File: config.mk
export PLATFORM = sky130hd
export DESIGN_NAME = clamp_point_to_nearest_circle
export DESIGN_NICKNAME = d
export VERILOG_FILES = /design/src/sv/cpnc_pkg.sv /design/src/sv/cpnc_ram.sv /design/src/sv/cpnc_alu.sv /design/src/sv/clamp_point_to_nearest_circle.sv
export VERILOG_INCLUDE_DIRS = /design/src /design/src/sv
export SDC_FILE = /design/constraint.sdc
export NUM_CORES = 2
export LEC_CHECK = 0
export BUFFER_PORTS_ARGS = -buffer_cell sky130_fd_sc_hd__buf_4
export CAP_MARGIN = 20
export CORE_MARGIN = 1.5
export CORE_UTILIZATION = 45
export DETAILED_ROUTE_END_ITERATION = 16
export GPL_TIMING_DRIVEN = 1
export HOLD_SLACK_MARGIN = 0.05
export PLACE_DENSITY = 0.65
export SLEW_MARGIN = 20
export SYNTH_ARGS = -nofsm -noshare
export SYNTH_HDL_FRONTEND = slang
export SYNTH_SLANG_ARGS = --single-unit
File: constraint.sdc
create_clock -name clock -period 29.3 [get_ports clock]
set_input_delay 7.325 -clock clock [delete_from_list [all_inputs] [get_ports clock]]
set_output_delay 7.325 -clock clock [all_outputs]
set_load 0.1 [all_outputs]
File: src/sv/clamp_point_to_nearest_circle_macros.svh
// ----------------------------------------------------------------------------
// Assertion macros for the circle clamp block
// Shorthand for clocked implications that are disabled while reset is high.
// ----------------------------------------------------------------------------
`ifndef CLAMP_POINT_TO_NEAREST_CIRCLE_MACROS_SVH
`define CLAMP_POINT_TO_NEAREST_CIRCLE_MACROS_SVH

// Same-cycle implication.
`define CPNC_ASSERT_NOW(lbl, ante, cons, msg) \
   lbl: assert property (@(posedge clock) disable iff (reset) (ante) |-> (cons)) \
      else $error(msg);

// Next-cycle implication.
`define CPNC_ASSERT_NEXT(lbl, ante, cons, msg) \
   lbl: assert property (@(posedge clock) disable iff (reset) (ante) |=> (cons)) \
      else $error(msg);

`endif

File: src/sv/cpnc_pkg.sv
// ----------------------------------------------------------------------------
// cpnc_pkg
// Shared constants, types and helpers of the circle clamp block.
// ----------------------------------------------------------------------------
`timescale 1ns / 1ps
`default_nettype none

package cpnc_pkg;

   localparam int MAX_REGIONS = 16;
   localparam int IDX_W       = $clog2(MAX_REGIONS);
   localparam int ENTRY_W     = 32 + 32 + 31;

   localparam logic [1:0] FUNC_LOAD = 2'd0;
   localparam logic [1:0] FUNC_HOME = 2'd1;
   localparam logic [1:0] FUNC_SEQ  = 2'd2;

   typedef enum logic [1:0] {
      OP_MUL,
      OP_SQRT,
      OP_DIV
   } alu_op_type;

   typedef struct packed {
      logic       start;
      alu_op_type op;
   } alu_cmd_type;

   typedef struct packed {
      logic busy;
      logic done;
   } alu_stat_type;

   // Magnitude of a 33-bit two's complement difference of two 32-bit values.
   function automatic logic [31:0] mag33(input logic [32:0] v);
      logic [32:0] n;
      n = -v;
      return v[32] ? n[31:0] : v[31:0];
   endfunction

   // Saturate a 34-bit signed sum to the signed 32-bit range.
   function automatic logic [31:0] sat32(input logic [33:0] v);
      logic [31:0] r;
      if (!v[33] && (v[32:31] != 2'b00)) begin
         r = 32'h7fff_ffff;
      end else if (v[33] && (v[32:31] != 2'b11)) begin
         r = 32'h8000_0000;
      end else begin
         r = v[31:0];
      end
      return r;
   endfunction

endpackage

`default_nettype wire

File: src/sv/cpnc_ram.sv
// ----------------------------------------------------------------------------
// cpnc_ram
// Generic single-write, single-read RAM with a registered read port.
// ----------------------------------------------------------------------------
`timescale 1ns / 1ps
`default_nettype none

module cpnc_ram #(
   parameter int WIDTH = 8,
   parameter int DEPTH = 16
) (
   input  wire logic                     clock,
   input  wire logic                     wr_en,
   input  wire logic [$clog2(DEPTH)-1:0] wr_addr,
   input  wire logic [WIDTH-1:0]         wr_data,
   input  wire logic [$clog2(DEPTH)-1:0] rd_addr,
   output logic      [WIDTH-1:0]         rd_data
);

   logic [WIDTH-1:0] mem_ff [DEPTH];

   always_ff @(posedge clock) begin
      if (wr_en) begin
         mem_ff[wr_addr] <= wr_data;
      end
      rd_data <= mem_ff[rd_addr];
   end

endmodule

`default_nettype wire

File: src/sv/cpnc_alu.sv
// ----------------------------------------------------------------------------
// cpnc_alu
// Bit-serial arithmetic unit: shift-add multiply, restoring square root and
// restoring division, one result bit per cycle.
// ----------------------------------------------------------------------------
`timescale 1ns / 1ps
`default_nettype none
`include "clamp_point_to_nearest_circle_macros.svh"

module cpnc_alu (
   input  wire logic                  clock,
   input  wire logic                  reset,
   input  wire cpnc_pkg::alu_cmd_type cmd,
   input  wire logic [65:0]           opa,
   input  wire logic [33:0]           opb,
   output cpnc_pkg::alu_stat_type     stat,
   output logic      [63:0]           prod,
   output logic      [63:0]           quot,
   output logic      [32:0]           root
);

   import cpnc_pkg::*;

   localparam logic [6:0] MUL_LAST  = 7'd31;
   localparam logic [6:0] SQRT_LAST = 7'd32;
   localparam logic [6:0] DIV_LAST  = 7'd63;

   alu_op_type  op_ff,   op_in;
   logic        busy_ff, busy_in;
   logic        done_ff, done_in;
   logic [6:0]  cnt_ff,  cnt_in;
   logic [65:0] a_ff,    a_in;
   logic [33:0] b_ff,    b_in;
   logic [65:0] p_ff,    p_in;
   logic [65:0] rem2, trial, rem1, divisor;

   always_comb begin
      op_in   = op_ff;
      busy_in = busy_ff;
      done_in = 1'b0;
      cnt_in  = cnt_ff;
      a_in    = a_ff;
      b_in    = b_ff;
      p_in    = p_ff;
      rem2    = {p_ff[63:0], a_ff[65:64]};
      trial   = {30'd0, b_ff, 2'b01};
      rem1    = {p_ff[64:0], a_ff[65]};
      divisor = {32'd0, b_ff};
      if (cmd.start) begin
         op_in   = cmd.op;
         busy_in = 1'b1;
         p_in    = '0;
         unique case (cmd.op)
            OP_MUL: begin
               cnt_in = MUL_LAST;
               a_in   = opa;
               b_in   = opb;
            end
            OP_SQRT: begin
               cnt_in = SQRT_LAST;
               a_in   = opa;
               b_in   = '0;
            end
            default: begin
               cnt_in = DIV_LAST;
               a_in   = {opa[63:0], 2'b00};
               b_in   = opb;
            end
         endcase
      end else if (busy_ff) begin
         unique case (op_ff)
            OP_MUL: begin
               if (b_ff[0]) begin
                  p_in = p_ff + a_ff;
               end
               a_in = {a_ff[64:0], 1'b0};
               b_in = {1'b0, b_ff[33:1]};
            end
            OP_SQRT: begin
               // Two radicand bits enter the partial remainder per cycle.
               a_in = {a_ff[63:0], 2'b00};
               if (rem2 >= trial) begin
                  p_in = rem2 - trial;
                  b_in = {b_ff[32:0], 1'b1};
               end else begin
                  p_in = rem2;
                  b_in = {b_ff[32:0], 1'b0};
               end
            end
            default: begin
               // Quotient bits shift in behind the dividend.
               if (rem1 >= divisor) begin
                  p_in = rem1 - divisor;
                  a_in = {a_ff[64:0], 1'b1};
               end else begin
                  p_in = rem1;
                  a_in = {a_ff[64:0], 1'b0};
               end
            end
         endcase
         if (cnt_ff == 7'd0) begin
            busy_in = 1'b0;
            done_in = 1'b1;
         end else begin
            cnt_in = cnt_ff - 7'd1;
         end
      end
   end

   always_ff @(posedge clock) begin
      if (reset) begin
         busy_ff <= 1'b0;
         done_ff <= 1'b0;
         op_ff   <= OP_MUL;
         cnt_ff  <= '0;
      end else begin
         busy_ff <= busy_in;
         done_ff <= done_in;
         op_ff   <= op_in;
         cnt_ff  <= cnt_in;
      end
      a_ff <= a_in;
      b_ff <= b_in;
      p_ff <= p_in;
   end

   assign stat.busy = busy_ff;
   assign stat.done = done_ff;
   assign prod      = p_ff[63:0];
   assign quot      = a_ff[63:0];
   assign root      = b_ff[32:0];

   `CPNC_ASSERT_NEXT(a_start_busy, cmd.start, busy_ff && !done_ff, "alu did not start")
   `CPNC_ASSERT_NEXT(a_last_done, busy_ff && !cmd.start && cnt_ff == 7'd0,
      done_ff && !busy_ff, "alu did not finish after its last step")
   `CPNC_ASSERT_NEXT(a_done_pulse, done_ff, !done_ff, "alu done lasted more than one cycle")

endmodule

`default_nettype wire

File: src/sv/clamp_point_to_nearest_circle.sv
// ----------------------------------------------------------------------------
// clamp_point_to_nearest_circle
// Circle table with projection of a point onto the edge of a chosen circle.
// ----------------------------------------------------------------------------
//   channel   ports                      direction   transfer when
//   request   req_valid / req_stall      in          valid high, stall low
//   response  rsp_valid / rsp_stall      out         valid high, stall low
//   control   csr_wr_en / csr_wr_data    in          write enable high
//
// A clamp by sequence runs, on one bit-serial unit, a modulo, three squares, a
// root, two multiplies and two divides. A clamp by home skips the modulo and
// adds two squares per entry in use; a point inside its circle skips the root,
// multiplies and divides.
// Reset is synchronous and clears control state only; the table is not reset.
// req_stall is high while an item is at work; a held response does not stop
// the next request from being taken.
// ----------------------------------------------------------------------------
`timescale 1ns / 1ps
`default_nettype none
`include "clamp_point_to_nearest_circle_macros.svh"

module clamp_point_to_nearest_circle (
   input  wire logic        clock,
   input  wire logic        reset,
   input  wire logic        req_valid,
   output logic             req_stall,
   input  wire logic [1:0]  req_func,
   input  wire logic [3:0]  req_entry_index,
   input  wire logic [30:0] req_sequence_req,
   input  wire logic [31:0] req_pos_x,
   input  wire logic [31:0] req_pos_y,
   input  wire logic [31:0] req_home_x,
   input  wire logic [31:0] req_home_y,
   input  wire logic [31:0] req_center_x,
   input  wire logic [31:0] req_center_y,
   input  wire logic [30:0] req_radius,
   output logic             rsp_valid,
   input  wire logic        rsp_stall,
   output logic [31:0]      rsp_out_x,
   output logic [31:0]      rsp_out_y,
   output logic             rsp_was_clamped,
   output logic [3:0]       rsp_chosen_index,
   input  wire logic        csr_wr_en,
   input  wire logic [4:0]  csr_wr_data
);

   import cpnc_pkg::*;

   typedef enum logic [4:0] {
      S_IDLE, S_MOD_GO, S_MOD_W,
      S_SCAN_RD, S_SCAN_LD, S_HX_GO, S_HX_W, S_HY_GO, S_HY_W,
      S_SEL_RD, S_SEL_LD, S_PX_GO, S_PX_W, S_PY_GO, S_PY_W, S_RR_GO, S_RR_W,
      S_SQ_GO, S_SQ_W, S_MX_GO, S_MX_W, S_DX_GO, S_DX_W,
      S_MY_GO, S_MY_W, S_DY_GO, S_DY_W, S_EMIT
   } state_type;

   state_type        state_ff, state_in;
   logic [4:0]       count_ff, count_in;
   logic             rsp_valid_ff, rsp_valid_in;
   logic [31:0]      rsp_x_ff, rsp_x_in, rsp_y_ff, rsp_y_in;
   logic             rsp_cl_ff, rsp_cl_in;
   logic [IDX_W-1:0] rsp_idx_ff, rsp_idx_in;

   logic [31:0]      px_ff, px_in, py_ff, py_in, hx_ff, hx_in, hy_ff, hy_in;
   logic [30:0]      seq_ff, seq_in;
   logic [31:0]      cx_ff, cx_in, cy_ff, cy_in;
   logic [30:0]      rad_ff, rad_in;
   logic [IDX_W:0]   i_ff, i_in;
   logic [IDX_W-1:0] bidx_ff, bidx_in;
   logic [64:0]      best_ff, best_in, d2_ff, d2_in;
   logic [32:0]      dist_ff, dist_in;
   logic [30:0]      qx_ff, qx_in;
   logic [31:0]      ox_ff, ox_in, oy_ff, oy_in;
   logic             cl_ff, cl_in;

   logic [4:0]       cnt_eff;
   logic             slot_free;
   logic [32:0]      dx_p, dy_p, dx_h, dy_h;
   logic [31:0]      mag_px, mag_py, mag_hx, mag_hy;
   logic [64:0]      scan_sum;
   logic [33:0]      sum_x, sum_y;

   alu_cmd_type      alu_cmd;
   alu_stat_type     alu_stat;
   logic [65:0]      alu_opa;
   logic [33:0]      alu_opb;
   logic [63:0]      alu_prod, alu_quot;
   logic [32:0]      alu_root;

   logic             ram_we;
   logic [IDX_W-1:0] ram_raddr;
   logic [ENTRY_W-1:0] ram_wdata, ram_rdata;

   cpnc_ram #(.WIDTH(ENTRY_W), .DEPTH(MAX_REGIONS)) u_table (
      .clock   (clock),
      .wr_en   (ram_we),
      .wr_addr (req_entry_index[IDX_W-1:0]),
      .wr_data (ram_wdata),
      .rd_addr (ram_raddr),
      .rd_data (ram_rdata)
   );

   cpnc_alu u_alu (
      .clock (clock),
      .reset (reset),
      .cmd   (alu_cmd),
      .opa   (alu_opa),
      .opb   (alu_opb),
      .stat  (alu_stat),
      .prod  (alu_prod),
      .quot  (alu_quot),
      .root  (alu_root)
   );

   assign ram_wdata = {req_center_x, req_center_y, req_radius};
   assign ram_raddr = (state_ff == S_SEL_RD) ? bidx_ff : i_ff[IDX_W-1:0];

   // A count of zero acts as one; a count beyond the table acts as its size.
   always_comb begin
      if (count_ff == 5'd0) begin
         cnt_eff = 5'd1;
      end else if (32'(count_ff) > MAX_REGIONS) begin
         cnt_eff = 5'(MAX_REGIONS);
      end else begin
         cnt_eff = count_ff;
      end
   end

   assign dx_p   = {px_ff[31], px_ff} - {cx_ff[31], cx_ff};
   assign dy_p   = {py_ff[31], py_ff} - {cy_ff[31], cy_ff};
   assign dx_h   = {cx_ff[31], cx_ff} - {hx_ff[31], hx_ff};
   assign dy_h   = {cy_ff[31], cy_ff} - {hy_ff[31], hy_ff};
   assign mag_px = mag33(dx_p);
   assign mag_py = mag33(dy_p);
   assign mag_hx = mag33(dx_h);
   assign mag_hy = mag33(dy_h);

   assign scan_sum  = d2_ff + 65'(alu_prod);
   assign sum_x     = {{2{cx_ff[31]}}, cx_ff}
                      + (dx_p[32] ? -{3'd0, qx_ff} : {3'd0, qx_ff});
   assign sum_y     = {{2{cy_ff[31]}}, cy_ff}
                      + (dy_p[32] ? -{3'd0, alu_quot[30:0]} : {3'd0, alu_quot[30:0]});
   assign slot_free = !rsp_valid_ff || !rsp_stall;
   assign req_stall = (state_ff != S_IDLE);

   always_comb begin
      state_in     = state_ff;
      count_in     = csr_wr_en ? csr_wr_data : count_ff;
      rsp_valid_in = rsp_valid_ff && rsp_stall;
      rsp_x_in     = rsp_x_ff;
      rsp_y_in     = rsp_y_ff;
      rsp_cl_in    = rsp_cl_ff;
      rsp_idx_in   = rsp_idx_ff;
      px_in   = px_ff;   py_in   = py_ff;   hx_in = hx_ff; hy_in = hy_ff;
      seq_in  = seq_ff;  cx_in   = cx_ff;   cy_in = cy_ff; rad_in = rad_ff;
      i_in    = i_ff;    bidx_in = bidx_ff; best_in = best_ff; d2_in = d2_ff;
      dist_in = dist_ff; qx_in   = qx_ff;
      ox_in   = ox_ff;   oy_in   = oy_ff;   cl_in = cl_ff;
      ram_we        = 1'b0;
      alu_cmd.start = 1'b0;
      alu_cmd.op    = OP_MUL;
      alu_opa       = '0;
      alu_opb       = '0;

      unique case (state_ff)
         S_IDLE: begin
            if (req_valid) begin
               px_in   = req_pos_x;
               py_in   = req_pos_y;
               hx_in   = req_home_x;
               hy_in   = req_home_y;
               seq_in  = req_sequence_req;
               ox_in   = '0;
               oy_in   = '0;
               cl_in   = 1'b0;
               bidx_in = '0;
               i_in    = '0;
               priority case (req_func)
                  FUNC_LOAD: begin
                     ram_we   = (32'(req_entry_index) < MAX_REGIONS);
                     state_in = S_EMIT;
                  end
                  FUNC_HOME: state_in = S_SCAN_RD;
                  FUNC_SEQ:  state_in = S_MOD_GO;
                  default:   state_in = S_EMIT;
               endcase
            end
         end
         S_MOD_GO: begin
            alu_cmd.start = 1'b1;
            alu_cmd.op    = OP_DIV;
            alu_opa       = 66'(seq_ff);
            alu_opb       = 34'(cnt_eff);
            state_in      = S_MOD_W;
         end
         S_MOD_W: begin
            if (alu_stat.done) begin
               bidx_in  = alu_prod[IDX_W-1:0];
               state_in = S_SEL_RD;
            end
         end
         S_SCAN_RD: state_in = S_SCAN_LD;
         S_SCAN_LD: begin
            cx_in    = ram_rdata[94:63];
            cy_in    = ram_rdata[62:31];
            rad_in   = ram_rdata[30:0];
            state_in = S_HX_GO;
         end
         S_HX_GO: begin
            alu_cmd.start = 1'b1;
            alu_opa       = 66'(mag_hx);
            alu_opb       = 34'(mag_hx);
            state_in      = S_HX_W;
         end
         S_HX_W: begin
            if (alu_stat.done) begin
               d2_in    = 65'(alu_prod);
               state_in = S_HY_GO;
            end
         end
         S_HY_GO: begin
            alu_cmd.start = 1'b1;
            alu_opa       = 66'(mag_hy);
            alu_opb       = 34'(mag_hy);
            state_in      = S_HY_W;
         end
         S_HY_W: begin
            if (alu_stat.done) begin
               // Strictly smaller wins, so the lower index keeps a tie.
               if ((i_ff == '0) || (scan_sum < best_ff)) begin
                  best_in = scan_sum;
                  bidx_in = i_ff[IDX_W-1:0];
               end
               i_in = i_ff + 1'b1;
               if ((i_ff + 1'b1) == cnt_eff) begin
                  state_in = S_SEL_RD;
               end else begin
                  state_in = S_SCAN_RD;
               end
            end
         end
         S_SEL_RD: state_in = S_SEL_LD;
         S_SEL_LD: begin
            cx_in    = ram_rdata[94:63];
            cy_in    = ram_rdata[62:31];
            rad_in   = ram_rdata[30:0];
            state_in = S_PX_GO;
         end
         S_PX_GO: begin
            alu_cmd.start = 1'b1;
            alu_opa       = 66'(mag_px);
            alu_opb       = 34'(mag_px);
            state_in      = S_PX_W;
         end
         S_PX_W: begin
            if (alu_stat.done) begin
               d2_in    = 65'(alu_prod);
               state_in = S_PY_GO;
            end
         end
         S_PY_GO: begin
            alu_cmd.start = 1'b1;
            alu_opa       = 66'(mag_py);
            alu_opb       = 34'(mag_py);
            state_in      = S_PY_W;
         end
         S_PY_W: begin
            if (alu_stat.done) begin
               d2_in    = scan_sum;
               state_in = S_RR_GO;
            end
         end
         S_RR_GO: begin
            alu_cmd.start = 1'b1;
            alu_opa       = 66'(rad_ff);
            alu_opb       = 34'(rad_ff);
            state_in      = S_RR_W;
         end
         S_RR_W: begin
            if (alu_stat.done) begin
               if (d2_ff > 65'(alu_prod)) begin
                  state_in = S_SQ_GO;
               end else begin
                  ox_in    = px_ff;
                  oy_in    = py_ff;
                  state_in = S_EMIT;
               end
            end
         end
         S_SQ_GO: begin
            alu_cmd.start = 1'b1;
            alu_cmd.op    = OP_SQRT;
            alu_opa       = 66'(d2_ff);
            state_in      = S_SQ_W;
         end
         S_SQ_W: begin
            if (alu_stat.done) begin
               dist_in  = (alu_root == '0) ? 33'd1 : alu_root;
               state_in = S_MX_GO;
            end
         end
         S_MX_GO: begin
            alu_cmd.start = 1'b1;
            alu_opa       = 66'(rad_ff);
            alu_opb       = 34'(mag_px);
            state_in      = S_MX_W;
         end
         S_MX_W: if (alu_stat.done) state_in = S_DX_GO;
         S_DX_GO: begin
            alu_cmd.start = 1'b1;
            alu_cmd.op    = OP_DIV;
            alu_opa       = 66'(alu_prod);
            alu_opb       = 34'(dist_ff);
            state_in      = S_DX_W;
         end
         S_DX_W: begin
            if (alu_stat.done) begin
               // The offset never exceeds the radius, so 31 bits hold it.
               qx_in    = alu_quot[30:0];
               state_in = S_MY_GO;
            end
         end
         S_MY_GO: begin
            alu_cmd.start = 1'b1;
            alu_opa       = 66'(rad_ff);
            alu_opb       = 34'(mag_py);
            state_in      = S_MY_W;
         end
         S_MY_W: if (alu_stat.done) state_in = S_DY_GO;
         S_DY_GO: begin
            alu_cmd.start = 1'b1;
            alu_cmd.op    = OP_DIV;
            alu_opa       = 66'(alu_prod);
            alu_opb       = 34'(dist_ff);
            state_in      = S_DY_W;
         end
         S_DY_W: begin
            if (alu_stat.done) begin
               ox_in    = sat32(sum_x);
               oy_in    = sat32(sum_y);
               cl_in    = 1'b1;
               state_in = S_EMIT;
            end
         end
         S_EMIT: begin
            if (slot_free) begin
               rsp_valid_in = 1'b1;
               rsp_x_in     = ox_ff;
               rsp_y_in     = oy_ff;
               rsp_cl_in    = cl_ff;
               rsp_idx_in   = bidx_ff;
               state_in     = S_IDLE;
            end
         end
         default: state_in = S_IDLE;
      endcase
   end

   always_ff @(posedge clock) begin
      if (reset) begin
         state_ff     <= S_IDLE;
         count_ff     <= 5'd1;
         rsp_valid_ff <= 1'b0;
      end else begin
         state_ff     <= state_in;
         count_ff     <= count_in;
         rsp_valid_ff <= rsp_valid_in;
      end
      rsp_x_ff   <= rsp_x_in;
      rsp_y_ff   <= rsp_y_in;
      rsp_cl_ff  <= rsp_cl_in;
      rsp_idx_ff <= rsp_idx_in;
      px_ff   <= px_in;   py_ff   <= py_in;   hx_ff <= hx_in; hy_ff <= hy_in;
      seq_ff  <= seq_in;  cx_ff   <= cx_in;   cy_ff <= cy_in; rad_ff <= rad_in;
      i_ff    <= i_in;    bidx_ff <= bidx_in; best_ff <= best_in; d2_ff <= d2_in;
      dist_ff <= dist_in; qx_ff   <= qx_in;
      ox_ff   <= ox_in;   oy_ff   <= oy_in;   cl_ff <= cl_in;
   end

   assign rsp_valid        = rsp_valid_ff;
   assign rsp_out_x        = rsp_x_ff;
   assign rsp_out_y        = rsp_y_ff;
   assign rsp_was_clamped  = rsp_cl_ff;
   assign rsp_chosen_index = rsp_idx_ff;

   `CPNC_ASSERT_NOW(a_start_free, alu_cmd.start, !alu_stat.busy,
      "arithmetic unit started while busy")
   `CPNC_ASSERT_NOW(a_scan_bound, state_ff == S_SCAN_RD, i_ff < cnt_eff,
      "nearest search ran past the entry count")
   `CPNC_ASSERT_NEXT(a_emit, state_ff == S_EMIT && slot_free,
      rsp_valid_ff && state_ff == S_IDLE, "finished result was not presented")

endmodule

`default_nettype wire
Word level (Yosys, flattened, before mapping)
Memory sizes are Yosys's and may differ from the RTL's. A register that Yosys moved wholly into a read port is not among the register bits. Index checks and enable logic that the tools add are counted. W data, S select, Z words.

Memories kept: 1. Word-level logic and storage cells: 247. Flip-flop bits (word level): 779. Bits of input ports: 270. Bits in read-only memories: 0. Output and inout port bits: 71. Memory bits (writable): 1520. Bits in latches: 0.

Memories: u_table.mem_ff (words 16, bits a word 95, rd ports 1, clocked after Yosys merged registers in 1, wr ports 1, line cpnc_ram.sv:20) `logic [WIDTH-1:0] mem_ff [DEPTH];`.

Equality and inequality tests: 52. Shift-type cells: 0. Divide/modulo/power cells: 0. Bitwise operators: 1. Order comparisons: 5. $add $sub $neg: 18. Multiplexer cells: 86. $mul: 0. Reductions and logical operators: 53.

Operators with widths (number): $pmux W65 S8 (1); $mux W32 (15); $mux W66 (6); $pmux W66 S2 (2); $pmux W33 S7 (1); $pmux W32 S3 (2); $pmux W5 S28 (1); $mux W34 (4); $sub A32 B32 Y33 (4); $mux W65 (2); $pmux W65 S2 (1); $neg A32 Y32 (4); $mux W5 (17); $add A34 B34 Y34 (2); $neg A31 Y34 (2); $pmux W34 S2 (1); $add A66 B66 Y66 (1); $ge A66 B34 Y1 (1); $ge A66 B36 Y1 (1); $sub A66 B34 Y66 (1); $sub A66 B36 Y66 (1); $add A65 B64 Y65 (1); $gt A65 B64 Y1 (1); $lt A65 B65 Y1 (1); other kinds (40) (142).

Logic depth before layout (Yosys ltp)
Depth after elaboration: 9. Mapped depth: 33. Depth with buffers taken out: 28.

Modules after synthesis
From an unflattened synthesis, not the netlist that was laid out.

Cell total of the unflattened synthesis: 9886. Area, all modules: 123988.9 um^2.

By module, submodules not included: cpnc_ram (cells each 2434, area each 58693.8 um^2, instances 1); clamp_point_to_nearest_circle (cells each 4691, area each 44858.0 um^2, instances 1); cpnc_alu (cells each 2761, area each 20437.1 um^2, instances 1).

Worst setup path before layout
Ideal clock, no wire load.

Path kind: input-to-reg. From: input port req_valid. To: memory u_table.mem_ff[0][0] in the netlist's numbering, enable pin. Path buffers: 0. Path slack: 10.816 ns. Arrival: 17.817 ns. Stages: 5. Library setup time: 0.666 ns. Path through: nand3_1 inv_1 nand2_1 or3_1 nor3_1.

Cells in the longest elaborated chain, start to end: 4.

Ends and longest elaborated chain: start, declared (line clamp_point_to_nearest_circle.sv:25) `input wire logic req_valid,`; $mux W1 (line clamp_point_to_nearest_circle.sv:167) `if (req_valid) begin`; $mux W1 (line clamp_point_to_nearest_circle.sv:165) `unique case (state_ff)`; $mux W1 (line cpnc_ram.sv:23) `if (wr_en) begin`; $mux W1 (not written as such) (line cpnc_ram.sv:24) `mem_ff[wr_addr] <= wr_data;`; end, declared (line cpnc_ram.sv:20).

Every way passes these cells.

Worst setup path in the final report
From: input port req_func[0]. To: memory u_table.mem_ff[0][33] in the netlist's numbering, enable pin.

Cells in the longest elaborated chain, start to end: 6.

Ends and longest elaborated chain: start, declared (line clamp_point_to_nearest_circle.sv:27) `input wire logic [1:0] req_func,`; $logic_not A2 Y1 (line clamp_point_to_nearest_circle.sv:178) `priority case (req_func)`; $mux W1 (line clamp_point_to_nearest_circle.sv:178); $mux W1 (line clamp_point_to_nearest_circle.sv:167); $mux W1 (line clamp_point_to_nearest_circle.sv:165); $mux W1 (line cpnc_ram.sv:23); $mux W1 (not written as such) (line cpnc_ram.sv:24).

Every way passes these cells.

==> results.json <==
{
  "status": "complete, no violations",
  "syn_inst": 9658,
  "yosysUniqueCellTypes": 100,
  "syn_to_final_growth_pct": 12.8,
  "drv_cap": 0,
  "viasPerCell": 6.27,
  "nNetsFinal": 10800,
  "std_cell_rows": 190,
  "tns_ns": 0,
  "post-synth-top-area-cell": "edfxtp_1",
  "synthTopCellsByArea": "edfxtp_1 54%, mux4_2 7.0%, ha_1 5.5%",
  "tritoncts": "yes",
  "met1_usage_pct": 38.0,
  "yosysMostFrequentCell": "edfxtp_1",
  "busiest_layer": "met2",
  "grt_pass1_wl_mm": 592,
  "synth_seq_area_share_pct": 57.5,
  "synth_edf_count": 2211,
  "rsz0062_at_grt": "false",
  "ys_warn_count": 0,
  "drv_slew": 0,
  "synth_common_cells": "2211 x edfxtp_1, 817 x nand2_1, 673 x a21oi_1",
  "die_h_um": 523,
  "worstMarginPinSlew_ns": 1.28,
  "clock_skew_ns": 0.0679,
  "antenna_left": 0,
  "dieWidth_um": 523,
  "wire_per_inst_um": 30.4,
  "post_cts_buffers": 0,
  "critPathKind": "input pin to flop",
  "ir_drop_mv": 0.0740,
  "start_kind": "input pin",
  "postCtsHoldBufs": 0,
  "dpl.hpwl_mm": 300,
  "min_path_type": "flop to flop",
  "synth_top_cell_area_share_pct": 54.5,
  "drt-initial-drc-count": 10300,
  "synthFlopType": "edfxtp_1",
  "power.total_w": 0.0141,
  "syn_nets": 10500,
  "cp_max_fo": 51,
  "slew_headroom_pct": 14.8,
  "core_area_um2": 269000,
  "die_area_um2": 274000,
  "holdWs_ns": 0.386,
  "synth_area_um2": 122000,
  "drt-total-wl_mm": 417,
  "whs_path_depth": 0,
  "path_clk_slew_ns": 0.06,
  "grt-ovfl-total": 0,
  "setup_viol": 0,
  "ios": 341,
  "grt_antenna_before_repair": 29,
  "yosys_register_bits": 2393,
  "drtPass1Iterations": 10,
  "vias": 86000,
  "io_buffers": 340,
  "drcViolationCount": 0,
  "async_flop_share_pct": 0,
  "cts_made_buffers": 265,
  "cts_root_buf": "clkbuf_16",
  "gr-usage-met3_pct": 5.02,
  "grt_pass1_vias": 84000,
  "finalCriticalPeriod_ns": 10.20,
  "arrival_ns": 10.70,
  "gp_congestion": 1.02,
  "clock-sinks": 2393,
  "finalHoldViolCount": 0,
  "fin_crit_sh_pct": 34.8,
  "fillers": 22700,
  "h-tree-depth": 5,
  "max_freq_ghz": 0.0981,
  "reg2reg_depth": 26,
  "initial_core_util_pct": 45.4,
  "required_ns": 29.81,
  "gr-usage-met2_pct": 48.1,
  "clk_latency_ns": 0.91,
  "avgSynthCellArea_um2": 12.6,
  "power_density_nw_per_um2": 103,
  "clk_path_buf_depth": 4,
  "leakage_nw": 49.1,
  "grt_max_degree": 128,
  "grt_usage_pct": 29.8,
  "cp-end-kind": "flop",
  "drive_gt1_share_pct": 14.2,
  "cts_resized": 0
}
[cell usage in the layout (no fill, tap or decap), types with 84 or more instances in the layout]
cell | Yosys | final
edfxtp_1 | 2211 | 2211
nand2_1 | 817 | 815
a21oi_1 | 673 | 668
ha_1 | 534 | 534
buf_4 | 0 | 494
nor2_1 | 515 | 490
inv_1 | 484 | 483
o21ai_0 | 431 | 428
mux4_2 | 380 | 380
xnor2_1 | 379 | 379
clkbuf_16 | 0 | 273
a21o_1 | 204 | 203
xor2_1 | 189 | 189
a211oi_1 | 181 | 181
dfxtp_1 | 182 | 180
a31oi_1 | 172 | 170
nand3_1 | 140 | 140
and2_1 | 127 | 127
nor3_1 | 123 | 115
nand4_1 | 97 | 97
o211ai_1 | 84 | 84
[cells by family after synthesis]
kind of cell	share of synthesized area (%)
adders and majority gates	5.63
and+or+nand+nor	8.74
AOI/OAI and AO/OA	13.5
DFF	57.5
buffers and inverters	3.02
xor gates and xnor gates	4.08
muxes	7.58
[stage by stage]
step	cells	setup WS [ns]	util [%]	instance area, µm²
finish	13700	19.10	51.2	138000
global route	13700	19.08	51.2	137000
CTS	13700	18.70	51.2	137000
detailed placement	13200	17.75	47.9	129000
global placement	13200	17.77	47.9	129000
floorplan	9658	10.82	-	122000
[worst max-delay path, stage by stage]
cell and delay (ns):
buf_4 0.11, inv_1 0.08, ha_1 0.70, nand2_1 0.22, or3_1 0.52, nor3_2 0.16, buf_4 0.65, buf_4 0.81
[worst paths after layout]
check | from | slack [ns] | endpoint
worst min register to register | u_table.rd_data[71]$_DFF_P_ | 0.39 | cx_ff[8]$_DFFE_PP_
worst max-delay path | req_func[0] | 19.10 | u_table.mem_ff[0][33]$_DFFE_PP_
worst min-delay path | u_table.rd_data[71]$_DFF_P_ | 0.39 | cx_ff[8]$_DFFE_PP_
worst max register to register | cy_ff[1]$_DFFE_PP_ | 20.08 | oy_ff[2]$_DFFE_PP_
[state kept, by name (all words and copies together) (netlist names), 7 cells and up]
| signal | cells |
|---|---|
| rad_ff | 31 |
| rsp_out_x | 32 |
| best_ff | 65 |
| px_ff | 32 |
| u_alu.cnt_ff | 7 |
| u_alu.a_ff | 66 |
| qx_ff | 31 |
| oy_ff | 32 |
| u_table.rd_data | 95 |
| rsp_out_y | 32 |
| d2_ff | 65 |
| u_alu.p_ff | 65 |
| u_table.mem_ff | 1520 |
| hy_ff | 32 |
| dist_ff | 33 |
| cy_ff | 32 |
| hx_ff | 32 |
| seq_ff | 31 |
| u_alu.b_ff | 34 |
| cx_ff | 32 |
| py_ff | 32 |
| ox_ff | 32 |
[cell type report]
type                            count  area [µm²]  share of cell area, %
Antenna cell                       16        40.0                 0.0291
Clock buffer                      333        7180                   5.22
Clock inverter                    144        1450                   1.05
Inverter                          486        1830                   1.33
Multi-Input combinational cell   6289       48600                   35.4
Sequential cell                  2393       70000                   50.9
Tap cell                         3552        4440                   3.23
Timing Repair Buffer              504        3880                   2.82
[routing by layer]
layer / vias to the layer above / share of wire [%]
li1: 37700 / -
met1: 43100 / 39
met2: 4119 / 47
met3: 986 / 7.9
met4: 20 / 6.9
met5: - / 0.035
[where the power goes]
group	leakage (nW)	switching [W]	internal [W]
Combinational	23.3	0.00396	0.00216
Clock	4.22	0.00144	0.00192
Sequential	21.6	0.000422	0.00423
(Power assumes the default switching activity.)
